===== config.mk =====
export PLATFORM = sky130hd
export DESIGN_NAME = playback_controller_auto_next_core
export DESIGN_NICKNAME = d
export VERILOG_FILES = /design/src/rtl/pcan_pkg.sv /design/src/rtl/playback_controller_auto_next_core.sv
export SDC_FILE = /design/constraint.sdc
export NUM_CORES = 1
export LEC_CHECK = 0
export BUFFER_PORTS_ARGS = -buffer_cell sky130_fd_sc_hd__buf_2
export CAP_MARGIN = 20
export CORE_ASPECT_RATIO = 0.9
export CORE_UTILIZATION = 55
export CTS_BUF_LIST = sky130_fd_sc_hd__clkbuf_8
export DETAILED_ROUTE_END_ITERATION = 16
export PLACE_DENSITY = 0.76
export SLEW_MARGIN = 20
export SYNTH_ARGS = -nofsm -noshare
export SYNTH_HDL_FRONTEND = slang
export SYNTH_SLANG_ARGS = --single-unit
export TNS_END_PERCENT = 20

===== constraint.sdc =====
create_clock -name i_clk -period 4.55 [get_ports i_clk]
set_clock_uncertainty 0.05 [all_clocks]
set_input_delay 0.6825 -clock i_clk [delete_from_list [all_inputs] [get_ports i_clk]]
set_output_delay 0.6825 -clock i_clk [all_outputs]
set_load 0.005 [all_outputs]

===== src/rtl/pcan_pkg.sv =====
`timescale 1ns / 1ps
// ----------------------------------------------------------------------------
// pcan_pkg: shared types and constants of the playback controller
// Beat layouts for the event and result channels, action and command codes,
// register map and the tick counter helpers.
// ----------------------------------------------------------------------------
package pcan_pkg;

    // Width of the two saturating tick counters (8 to 32)
    localparam int TICK_W  = 16;
    // Width of the tick threshold registers
    localparam int THR_W   = 16;
    // Common width for comparing a counter against a threshold
    localparam int CMP_W   = (TICK_W > THR_W) ? TICK_W : THR_W;

    localparam logic [TICK_W-1:0] CNT_MAX = {TICK_W{1'b1}};

    // Hard ceiling of the volume scale
    localparam logic [4:0] VOL_LIMIT = 5'd30;

    // Reset values
    localparam logic [7:0]       RST_TRACK_TOTAL  = 8'd5;
    localparam logic [THR_W-1:0] RST_STABLE_TICKS = THR_W'(20);
    localparam logic [THR_W-1:0] RST_IGNORE_TICKS = THR_W'(500);
    localparam logic [4:0]       RST_VOLUME_MAX   = 5'd30;
    localparam logic [4:0]       RST_VOLUME       = 5'd20;
    localparam logic [7:0]       RST_TRACK        = 8'd1;

    // Configuration port
    localparam int CFG_IDX_W  = 3;
    localparam int CFG_DATA_W = 16;

    localparam logic [CFG_IDX_W-1:0] REG_TRACK_TOTAL  = 3'd0;
    localparam logic [CFG_IDX_W-1:0] REG_STABLE_TICKS = 3'd1;
    localparam logic [CFG_IDX_W-1:0] REG_IGNORE_TICKS = 3'd2;
    localparam logic [CFG_IDX_W-1:0] REG_VOLUME_MAX   = 3'd3;

    // Event codes
    localparam logic [2:0] ACT_TICK     = 3'd0;
    localparam logic [2:0] ACT_PLAY     = 3'd1;
    localparam logic [2:0] ACT_PREV     = 3'd2;
    localparam logic [2:0] ACT_NEXT     = 3'd3;
    localparam logic [2:0] ACT_SOURCE   = 3'd4;
    localparam logic [2:0] ACT_VOL_UP   = 3'd5;
    localparam logic [2:0] ACT_VOL_DOWN = 3'd6;

    // Player command codes
    localparam logic [2:0] CMD_NONE  = 3'd0;
    localparam logic [2:0] CMD_PLAY  = 3'd1;
    localparam logic [2:0] CMD_PAUSE = 3'd2;
    localparam logic [2:0] CMD_NEXT  = 3'd3;
    localparam logic [2:0] CMD_PREV  = 3'd4;
    localparam logic [2:0] CMD_VOL   = 3'd5;

    typedef struct packed {
        logic [2:0] action;
        logic       busy_idle;
    } t_in_item;

    typedef struct packed {
        logic [2:0] player_cmd;
        logic [4:0] volume_level;
        logic [7:0] track_number;
        logic       is_playing;
        logic       source_bluetooth;
    } t_out_item;

    // Advance a tick counter, holding at full scale
    function automatic logic [TICK_W-1:0] sat_inc(input logic [TICK_W-1:0] v);
        return (v == CNT_MAX) ? v : v + TICK_W'(1);
    endfunction

    // Limit a threshold to the counter's full scale
    function automatic logic [CMP_W-1:0] clamp_thr(input logic [THR_W-1:0] t);
        logic [CMP_W-1:0] ext;
        ext = CMP_W'(t);
        return (ext > CMP_W'(CNT_MAX)) ? CMP_W'(CNT_MAX) : ext;
    endfunction

endpackage


===== src/rtl/playback_controller_auto_next_core.sv =====
`timescale 1ns / 1ps
// ----------------------------------------------------------------------------
// playback_controller_auto_next_core: player control with auto next track
// Takes tick and button events, keeps play, track, volume and source state,
// debounces the player busy pin and issues one result per event.
// ----------------------------------------------------------------------------
// Usage
//   Event channel (i_in_valid / o_in_ready / i_in): one beat per event, either
//   a millisecond tick carrying the sampled busy pin or a button action.
//   Result channel (o_out_valid / i_out_ready / o_out): exactly one beat per
//   event, in order, carrying the command to the player and the state after it.
//   Config channel (i_cfg_valid / o_cfg_ready / i_cfg_index / i_cfg_data):
//   always ready; write only while no event is in flight.
//   Each result is registered in the result or skid register. Throughput:
//   one event per cycle while o_in_ready is high; all state is updated in
//   the accepting cycle, so back-to-back events see each other's effects.
//   Stall: a two-beat output buffer (result register plus skid register)
//   lets one more event in while a result waits; with both full o_in_ready
//   drops until the receiver takes a beat.
//   Reset (synchronous, active low): state and registers return to their
//   defaults and both output slots empty.
// ----------------------------------------------------------------------------
module playback_controller_auto_next_core (
    input  logic                              i_clk,
    input  logic                              i_rst_n,
    input  logic                              i_in_valid,
    output logic                              o_in_ready,
    input  pcan_pkg::t_in_item                i_in,
    output logic                              o_out_valid,
    input  logic                              i_out_ready,
    output pcan_pkg::t_out_item               o_out,
    input  logic                              i_cfg_valid,
    output logic                              o_cfg_ready,
    input  logic [pcan_pkg::CFG_IDX_W-1:0]    i_cfg_index,
    input  logic [pcan_pkg::CFG_DATA_W-1:0]   i_cfg_data
);
    import pcan_pkg::*;

    // Configuration registers
    logic [7:0]        r_track_total;
    logic [THR_W-1:0]  r_stable_ticks;
    logic [THR_W-1:0]  r_ignore_ticks;
    logic [4:0]        r_volume_max;

    // Controller state
    logic [4:0]        r_volume,        n_volume;
    logic [7:0]        r_track,         n_track;
    logic              r_playing,       n_playing;
    logic              r_source,        n_source;
    logic              r_busy_stable,   n_busy_stable;
    logic              r_busy_sample,   n_busy_sample;
    logic [TICK_W-1:0] r_since_cmd,     n_since_cmd;
    logic [TICK_W-1:0] r_since_chg,     n_since_chg;
    logic [2:0]        n_cmd;

    // Output buffer
    logic              r_out_valid, r_skid_valid;
    t_out_item         r_out, r_skid, n_item;

    logic              in_beat, out_beat;
    logic [4:0]        vmax;
    logic [7:0]        eff_total, next_track;
    logic [TICK_W-1:0] cmd_inc, chg_inc;

    assign o_cfg_ready = 1'b1;
    assign o_in_ready  = !r_skid_valid;
    assign o_out_valid = r_out_valid;
    assign o_out       = r_out;
    assign in_beat     = i_in_valid && o_in_ready;
    assign out_beat    = r_out_valid && i_out_ready;

    // Effective limits and the wrapped next track
    assign vmax       = (r_volume_max > VOL_LIMIT) ? VOL_LIMIT : r_volume_max;
    assign eff_total  = (r_track_total == 8'd0) ? 8'd1 : r_track_total;
    assign next_track = (r_track < eff_total) ? r_track + 8'd1 : 8'd1;
    assign cmd_inc    = sat_inc(r_since_cmd);
    assign chg_inc    = sat_inc(r_since_chg);

    // Work out the next state and the command for the event on the port
    always_comb begin
        n_volume      = r_volume;
        n_track       = r_track;
        n_playing     = r_playing;
        n_source      = r_source;
        n_busy_stable = r_busy_stable;
        n_busy_sample = r_busy_sample;
        n_since_cmd   = r_since_cmd;
        n_since_chg   = r_since_chg;
        n_cmd         = CMD_NONE;

        if (i_in.action == ACT_TICK) begin
            n_since_cmd = cmd_inc;
            n_since_chg = chg_inc;
            if (!r_source && (CMP_W'(cmd_inc) >= clamp_thr(r_ignore_ticks))) begin
                if (i_in.busy_idle != r_busy_sample) begin
                    // restart the stability window on a fresh level
                    n_busy_sample = i_in.busy_idle;
                    n_since_chg   = '0;
                end else if (CMP_W'(chg_inc) >= clamp_thr(r_stable_ticks) &&
                             r_busy_stable != r_busy_sample) begin
                    n_busy_stable = r_busy_sample;
                    // playback ended by itself: move on to the next track
                    if (!r_busy_stable && r_playing) begin
                        n_track     = next_track;
                        n_since_cmd = '0;
                        n_cmd       = CMD_NEXT;
                    end
                end
            end
        end else if (i_in.action == ACT_SOURCE) begin
            if (!r_source) begin
                if (r_playing) begin
                    n_cmd       = CMD_PAUSE;
                    n_playing   = 1'b0;
                    n_since_cmd = '0;
                end
                n_source = 1'b1;
            end else begin
                n_source = 1'b0;
            end
        end else if (!r_source) begin
            unique case (i_in.action)
                ACT_PLAY: begin
                    n_cmd       = r_playing ? CMD_PAUSE : CMD_PLAY;
                    n_playing   = !r_playing;
                    n_since_cmd = '0;
                end
                ACT_PREV: begin
                    n_track     = (r_track > 8'd1) ? r_track - 8'd1 : eff_total;
                    n_playing   = 1'b1;
                    n_cmd       = CMD_PREV;
                    n_since_cmd = '0;
                end
                ACT_NEXT: begin
                    n_track     = next_track;
                    n_playing   = 1'b1;
                    n_cmd       = CMD_NEXT;
                    n_since_cmd = '0;
                end
                ACT_VOL_UP: begin
                    if (r_volume < vmax) begin
                        n_volume = r_volume + 5'd1;
                        n_cmd    = CMD_VOL;
                    end
                end
                ACT_VOL_DOWN: begin
                    if (r_volume != 5'd0) begin
                        n_volume = r_volume - 5'd1;
                        n_cmd    = CMD_VOL;
                    end
                end
                default: begin
                end
            endcase
        end

        n_item.player_cmd       = n_cmd;
        n_item.volume_level     = n_volume;
        n_item.track_number     = n_track;
        n_item.is_playing       = n_playing;
        n_item.source_bluetooth = n_source;
    end

    // Register writes
    always_ff @(posedge i_clk) begin
        if (!i_rst_n) begin
            r_track_total  <= RST_TRACK_TOTAL;
            r_stable_ticks <= RST_STABLE_TICKS;
            r_ignore_ticks <= RST_IGNORE_TICKS;
            r_volume_max   <= RST_VOLUME_MAX;
        end else if (i_cfg_valid && o_cfg_ready) begin
            unique case (i_cfg_index)
                REG_TRACK_TOTAL:  r_track_total  <= i_cfg_data[7:0];
                REG_STABLE_TICKS: r_stable_ticks <= i_cfg_data[THR_W-1:0];
                REG_IGNORE_TICKS: r_ignore_ticks <= i_cfg_data[THR_W-1:0];
                REG_VOLUME_MAX:   r_volume_max   <= i_cfg_data[4:0];
                default: begin
                end
            endcase
        end
    end

    // Advance the controller state on each accepted event
    always_ff @(posedge i_clk) begin
        if (!i_rst_n) begin
            r_volume      <= RST_VOLUME;
            r_track       <= RST_TRACK;
            r_playing     <= 1'b0;
            r_source      <= 1'b0;
            r_busy_stable <= 1'b1;
            r_busy_sample <= 1'b1;
            r_since_cmd   <= '0;
            r_since_chg   <= '0;
        end else if (in_beat) begin
            r_volume      <= n_volume;
            r_track       <= n_track;
            r_playing     <= n_playing;
            r_source      <= n_source;
            r_busy_stable <= n_busy_stable;
            r_busy_sample <= n_busy_sample;
            r_since_cmd   <= n_since_cmd;
            r_since_chg   <= n_since_chg;
        end
    end

    // Output buffer: result register in front, skid register behind it
    always_ff @(posedge i_clk) begin
        if (!i_rst_n) begin
            r_out_valid  <= 1'b0;
            r_skid_valid <= 1'b0;
        end else begin
            if (r_skid_valid) begin
                // drain the skid beat once the front one is taken
                if (out_beat) begin
                    r_skid_valid <= 1'b0;
                end
            end else if (in_beat && r_out_valid && !out_beat) begin
                r_skid_valid <= 1'b1;
            end
            if (!r_out_valid || out_beat) begin
                r_out_valid <= r_skid_valid || in_beat;
            end
        end
    end

    always_ff @(posedge i_clk) begin
        if (r_skid_valid) begin
            if (out_beat) begin
                r_out <= r_skid;
            end
        end else if (in_beat) begin
            if (!r_out_valid || out_beat) begin
                r_out <= n_item;
            end else begin
                r_skid <= n_item;
            end
        end
    end

    // Skid slot only fills behind a waiting result
    a_skid_behind_out: assert property (@(posedge i_clk) disable iff (!i_rst_n)
        r_skid_valid |-> r_out_valid)
        else $error("skid beat held without a front beat");

    // A stalled front beat is not overwritten
    a_out_hold: assert property (@(posedge i_clk) disable iff (!i_rst_n)
        (r_out_valid && !i_out_ready) |=> (r_out_valid && $stable(r_out)))
        else $error("waiting result changed");

    // Track number stays 1 based
    a_track_nonzero: assert property (@(posedge i_clk) disable iff (!i_rst_n)
        r_out_valid |-> (r_out.track_number != 8'd0))
        else $error("track number zero");

    // Play and previous-track commands leave playback on
    a_play_flag: assert property (@(posedge i_clk) disable iff (!i_rst_n)
        (r_out_valid && (r_out.player_cmd == CMD_PLAY || r_out.player_cmd == CMD_PREV))
        |-> r_out.is_playing)
        else $error("play command without play flag");

endmodule

==> flow_summary.rst <==
.. list-table::
   :header-rows: 1

   * - Metric
     - Value
   * - Status
     - finished clean
   * - Number of clock sinks
     - 132
   * - Share of power burned in combinational logic
     - 0.131
   * - Drt total wl
     - 18800 um
   * - Path class of the lowest-slack min-delay path
     - input pin to flop
   * - Worst-path cell chain
     - and3_1 -> nand4_1 -> nor4_2 -> buf_4 -> nor2_1 -> nand2_1 -> xnor2_1 -> ha_1 -> a21oi_1 -> nor3_1 -> a2111o_1 -> a41oi_4 -> or4_4 -> nand2_2 -> a221o_1 -> mux2_2
   * - Max-Slew Margin vs Limit
     - 0.508
   * - Gate count after technology mapping
     - 931
   * - Largest net degree at the start of global routing
     - 32
   * - CP Capture Type
     - flop
   * - Largest family of logic cells by synthesized area
     - simple AND/OR/NAND/NOR gates
   * - Rows
     - 40
   * - Final Max Tran Viols
     - 0
   * - Number of antenna violations at the first check in global routing
     - 1
   * - Leakage power figure
     - 3.38 nW
   * - Period minus WS final
     - 4410 ps
   * - Root buf cell
     - clkbuf_8
   * - Number of distinct library cell variants in the gate-level netlist after synthesis
     - 66
   * - Kind of critical path
     - flop to flop
   * - Multiplexer fraction of the synthesized cell area
     - 0.0312
   * - R2R Path Start
     - r_since_chg[5]$_SDFFE_PN0P_
   * - Fillers
     - between 1k and 1.5k
   * - Cell at the slowest stage of the critical path
     - a2111o_1
   * - Synth-to-Final Area Change
     - 11.8%
   * - CP Max Fanout
     - 7
   * - Via count of the first global-routing pass
     - 6317
   * - Final count of hold timing violations
     - 0
   * - Yosys top cell area share
     - 0.250
   * - Die outline height
     - ~110 um
   * - Mapped Nets
     - a little over 1k
   * - Worst setup timing slack at the placement stage
     - around 92 ps
   * - Slowest stage delay, CP
     - approximately 460 ps
   * - Antenna-violating nets left
     - 0
   * - Remaining Overflow, GRT
     - 0
   * - Cell with the most instances after synthesis
     - nand2_1
   * - Cell type contributing the most total cell area after synthesis
     - dfxtp_1
   * - Switching component of the power
     - about 0.74 mW
   * - Data arrival time of the critical path
     - 4570 ps
   * - Number of levels in the clock H-tree
     - 4
   * - First element of the critical path
     - r_since_chg[5]$_SDFFE_PN0P_
   * - Drc violations
     - 0
   * - WP data required
     - between 4000 and 5000 ps
   * - Post-synthesis simple-gate area fraction
     - 0.214
   * - Clock buffer count from CTS
     - 17
   * - Starting DRC count in detailed routing
     - between 700 and 800
   * - Flops & latches, synth
     - 132
   * - Clock slew seen by the registers of the worst setup and hold paths
     - 80 ps
   * - Dpl cells
     - 1119
   * - Placer's final routability congestion estimate
     - between 0.9 and 1
   * - Switching power as a share of total power
     - 0.283
   * - Die outline area
     - about 14000 um2
   * - Number of synthesized flops with an enable pin
     - 36
   * - Average via count per standard cell
     - between 6 and 7
   * - TritonCTS clock tree
     - done
   * - Internal Pwr Total
     - 1.88 mW
   * - Fraction of the mapped netlist area in compound gates
     - 0.200
   * - Average size of a mapped cell
     - around 8.3 um2
   * - Clock network power share
     - 0.375
   * - Number of failing setup endpoints in the final timing report
     - 0
   * - Share of the cycle needed by the critical path after routing
     - 0.969
   * - Width of the chip
     - around 130 um
   * - Top cells by instance count after synthesis
     - 140 x nand2_1, 96 x dfxtp_1, 83 x nor2_1, 73 x a21oi_1, 58 x inv_1
   * - Pwr Density
     - 306 nW/um2
   * - Maximum number of buffers from clock root to sink
     - 2
   * - Asr flop ratio synth
     - 0
   * - Number of detailed-routing iterations run before antenna repair
     - 5
   * - Warnings, synthesis
     - 0
   * - Max-cap viol count
     - 0
   * - Number of port buffers
     - between 40 and 50
   * - Area of the core region
     - around 14000 um2
   * - Netlist area before placement
     - a little under 8000 um2
   * - Adder-Cell Fraction of Synth Area
     - 0.0814
   * - Diodes inserted
     - 0
   * - Worst voltage drop across the vdd grid
     - 0.000207 V
   * - Layout cells sized above 1
     - 0.143
   * - Final instance area
     - around 8600 um2
   * - DP HPWL
     - approximately 13000 um
   * - Layout Cells excl Fill
     - 1154
   * - Startpoint type of the worst setup path
     - flop
   * - Hold Buf Count CTS
     - 0
   * - Largest cells by area after synthesis
     - dfxtp_1 25%, edfxtp_1 14%, ha_1 8.1%, nand2_1 6.8%, a21oi_1 4.8%
   * - Highest clock frequency the design can meet
     - about 0.23 GHz
   * - Fraction of the yosys area taken by sequential cells
     - 0.390
   * - Most frequently used flop master after synthesis
     - dfxtp_1
   * - Detailed-route wire length per cell
     - roughly 16 um
   * - Final layout net count
     - ~1.1k
   * - Global-route wire length before repair
     - approximately 31000 um
   * - Slew of the pin with the lowest slew margin
     - 737 ps
   * - Worst skew pair latency
     - about 460 ps
   * - Starting density of the core
     - 0.569
   * - Share of the synthesized netlist area taken by xor and xnor gates
     - 0.0319
   * - Hold path start
     - i_out_ready
   * - Via Count
     - slightly below 7k
   * - Number of placed I/O pins
     - 49
   * - Worst setup slack after layout
     - between 100 and 150 ps
   * - All-layer global routing usage
     - 0.269
   * - Cell area after placement
     - 8100 um2
   * - Flop pwr share
     - 0.494
-- layer usage --
metal,GRT usage,up-vias,share of wire
met2,0.436,230,0.46
met3,0.0565,36,0.055
met1,0.353,3243,0.46
li1,-,3440,-
met5,0,-,0
met4,0.108,0,0.023
-- what timing repair did --
action / 4_1_cts / 5_1_grt
buffers inserted: 0 / 3
resized for setup: 0 / 19
setup endpoints to repair: 0 / 36
-- per-stage QoR --
stage	setup TNS, ps	utilization	power (mW)	hold WS (ps)
final	0	0.636	2.63	362
after global routing	-95.3	0.636	2.75	354
after CTS	0	0.628	2.64	345
after detailed placement	0	0.599	1.66	398
after global placement	0	0.599	1.65	393
after floorplan	0	-	1.55	386
-- worst paths after layout --
check | endpoint | slack [ps] | cells after the start
max | o_out[3]$_DFFE_PP_ | 140 | 16
max reg2reg | o_out[3]$_DFFE_PP_ | 140 | 16
min reg2reg | r_stable_ticks[12]$_SDFFE_PN0P_ | 410 | 2
min | r_skid_valid$_SDFF_PN0_ | 360 | 2
-- layout by cell type (no fill, tap or decap), types with 12 or more instances in the layout --
cell type	n
inv_1	57
buf_4	21
nand3_1	36
nand4_1	12
a21oi_1	73
nor3_1	24
o211ai_1	16
nor2_1	82
a22oi_1	24
nand2_1	139
o21ai_0	35
ha_1	50
clkbuf_8	17
mux2_2	16
dfxtp_1	93
edfxtp_1	36
xnor2_1	17
buf_2	47
-- logic make-up (layout without fill, tap and decap cells) --
group,after synthesis,count (layout)
buf+inv,103,158
flops,132,132
compound gates,235,235
mux,22,22
other cells,1,1
xor+xnor,28,28
simple gates,360,360
fa+ha+maj,50,50
-- registers in the layout, summed over array words and instances (netlist names) --
register / count
r_volume: 5
r_skid_valid: 1
r_busy_sample: 1
r_since_chg: 16
r_source: 1
r_track_total: 8
o_out_valid: 1
r_stable_ticks: 16
r_playing: 1
r_busy_stable: 1
r_ignore_ticks: 16
r_since_cmd: 16
r_skid: 18
o_out: 18
r_volume_max: 5
r_track: 8
-- worst max-delay path: cells and delay by family (launching register included) --
| kind | cells | cell delay (ps) |
|---|---|---|
| flip-flops | 1 | 420 |
| buffers and inverters | 1 | 190 |
| AND/OR/NAND/NOR | 8 | 1360 |
| multiplexers | 1 | 270 |
| XOR/XNOR | 1 | 180 |
| adder cells (fa/ha/maj) | 1 | 360 |
| AO/OA/AOI/OAI | 4 | 1340 |
-- power by group through the flow --
stage	registers, mW	logic [mW]	clock network, mW
detailed placement	1.32	0.337	0
CTS	1.30	0.339	1.00
global placement	1.32	0.332	0
global route	1.30	0.384	1.06
finish	1.30	0.345	0.986
floorplan	1.31	0.241	0
-- area by class of cell --
type | count | area, um2 | share of cell area
clock buffer | 17 | 234 | 0.0272
clock inverter | 15 | 156 | 0.0182
inverter | 58 | 218 | 0.0253
multi-input combinational | 696 | 4380 | 0.509
sequential | 132 | 3010 | 0.350
tap | 168 | 210 | 0.0245
timing repair buffer | 68 | 393 | 0.0457
Note: power is estimated with default switching activity, not from simulation.
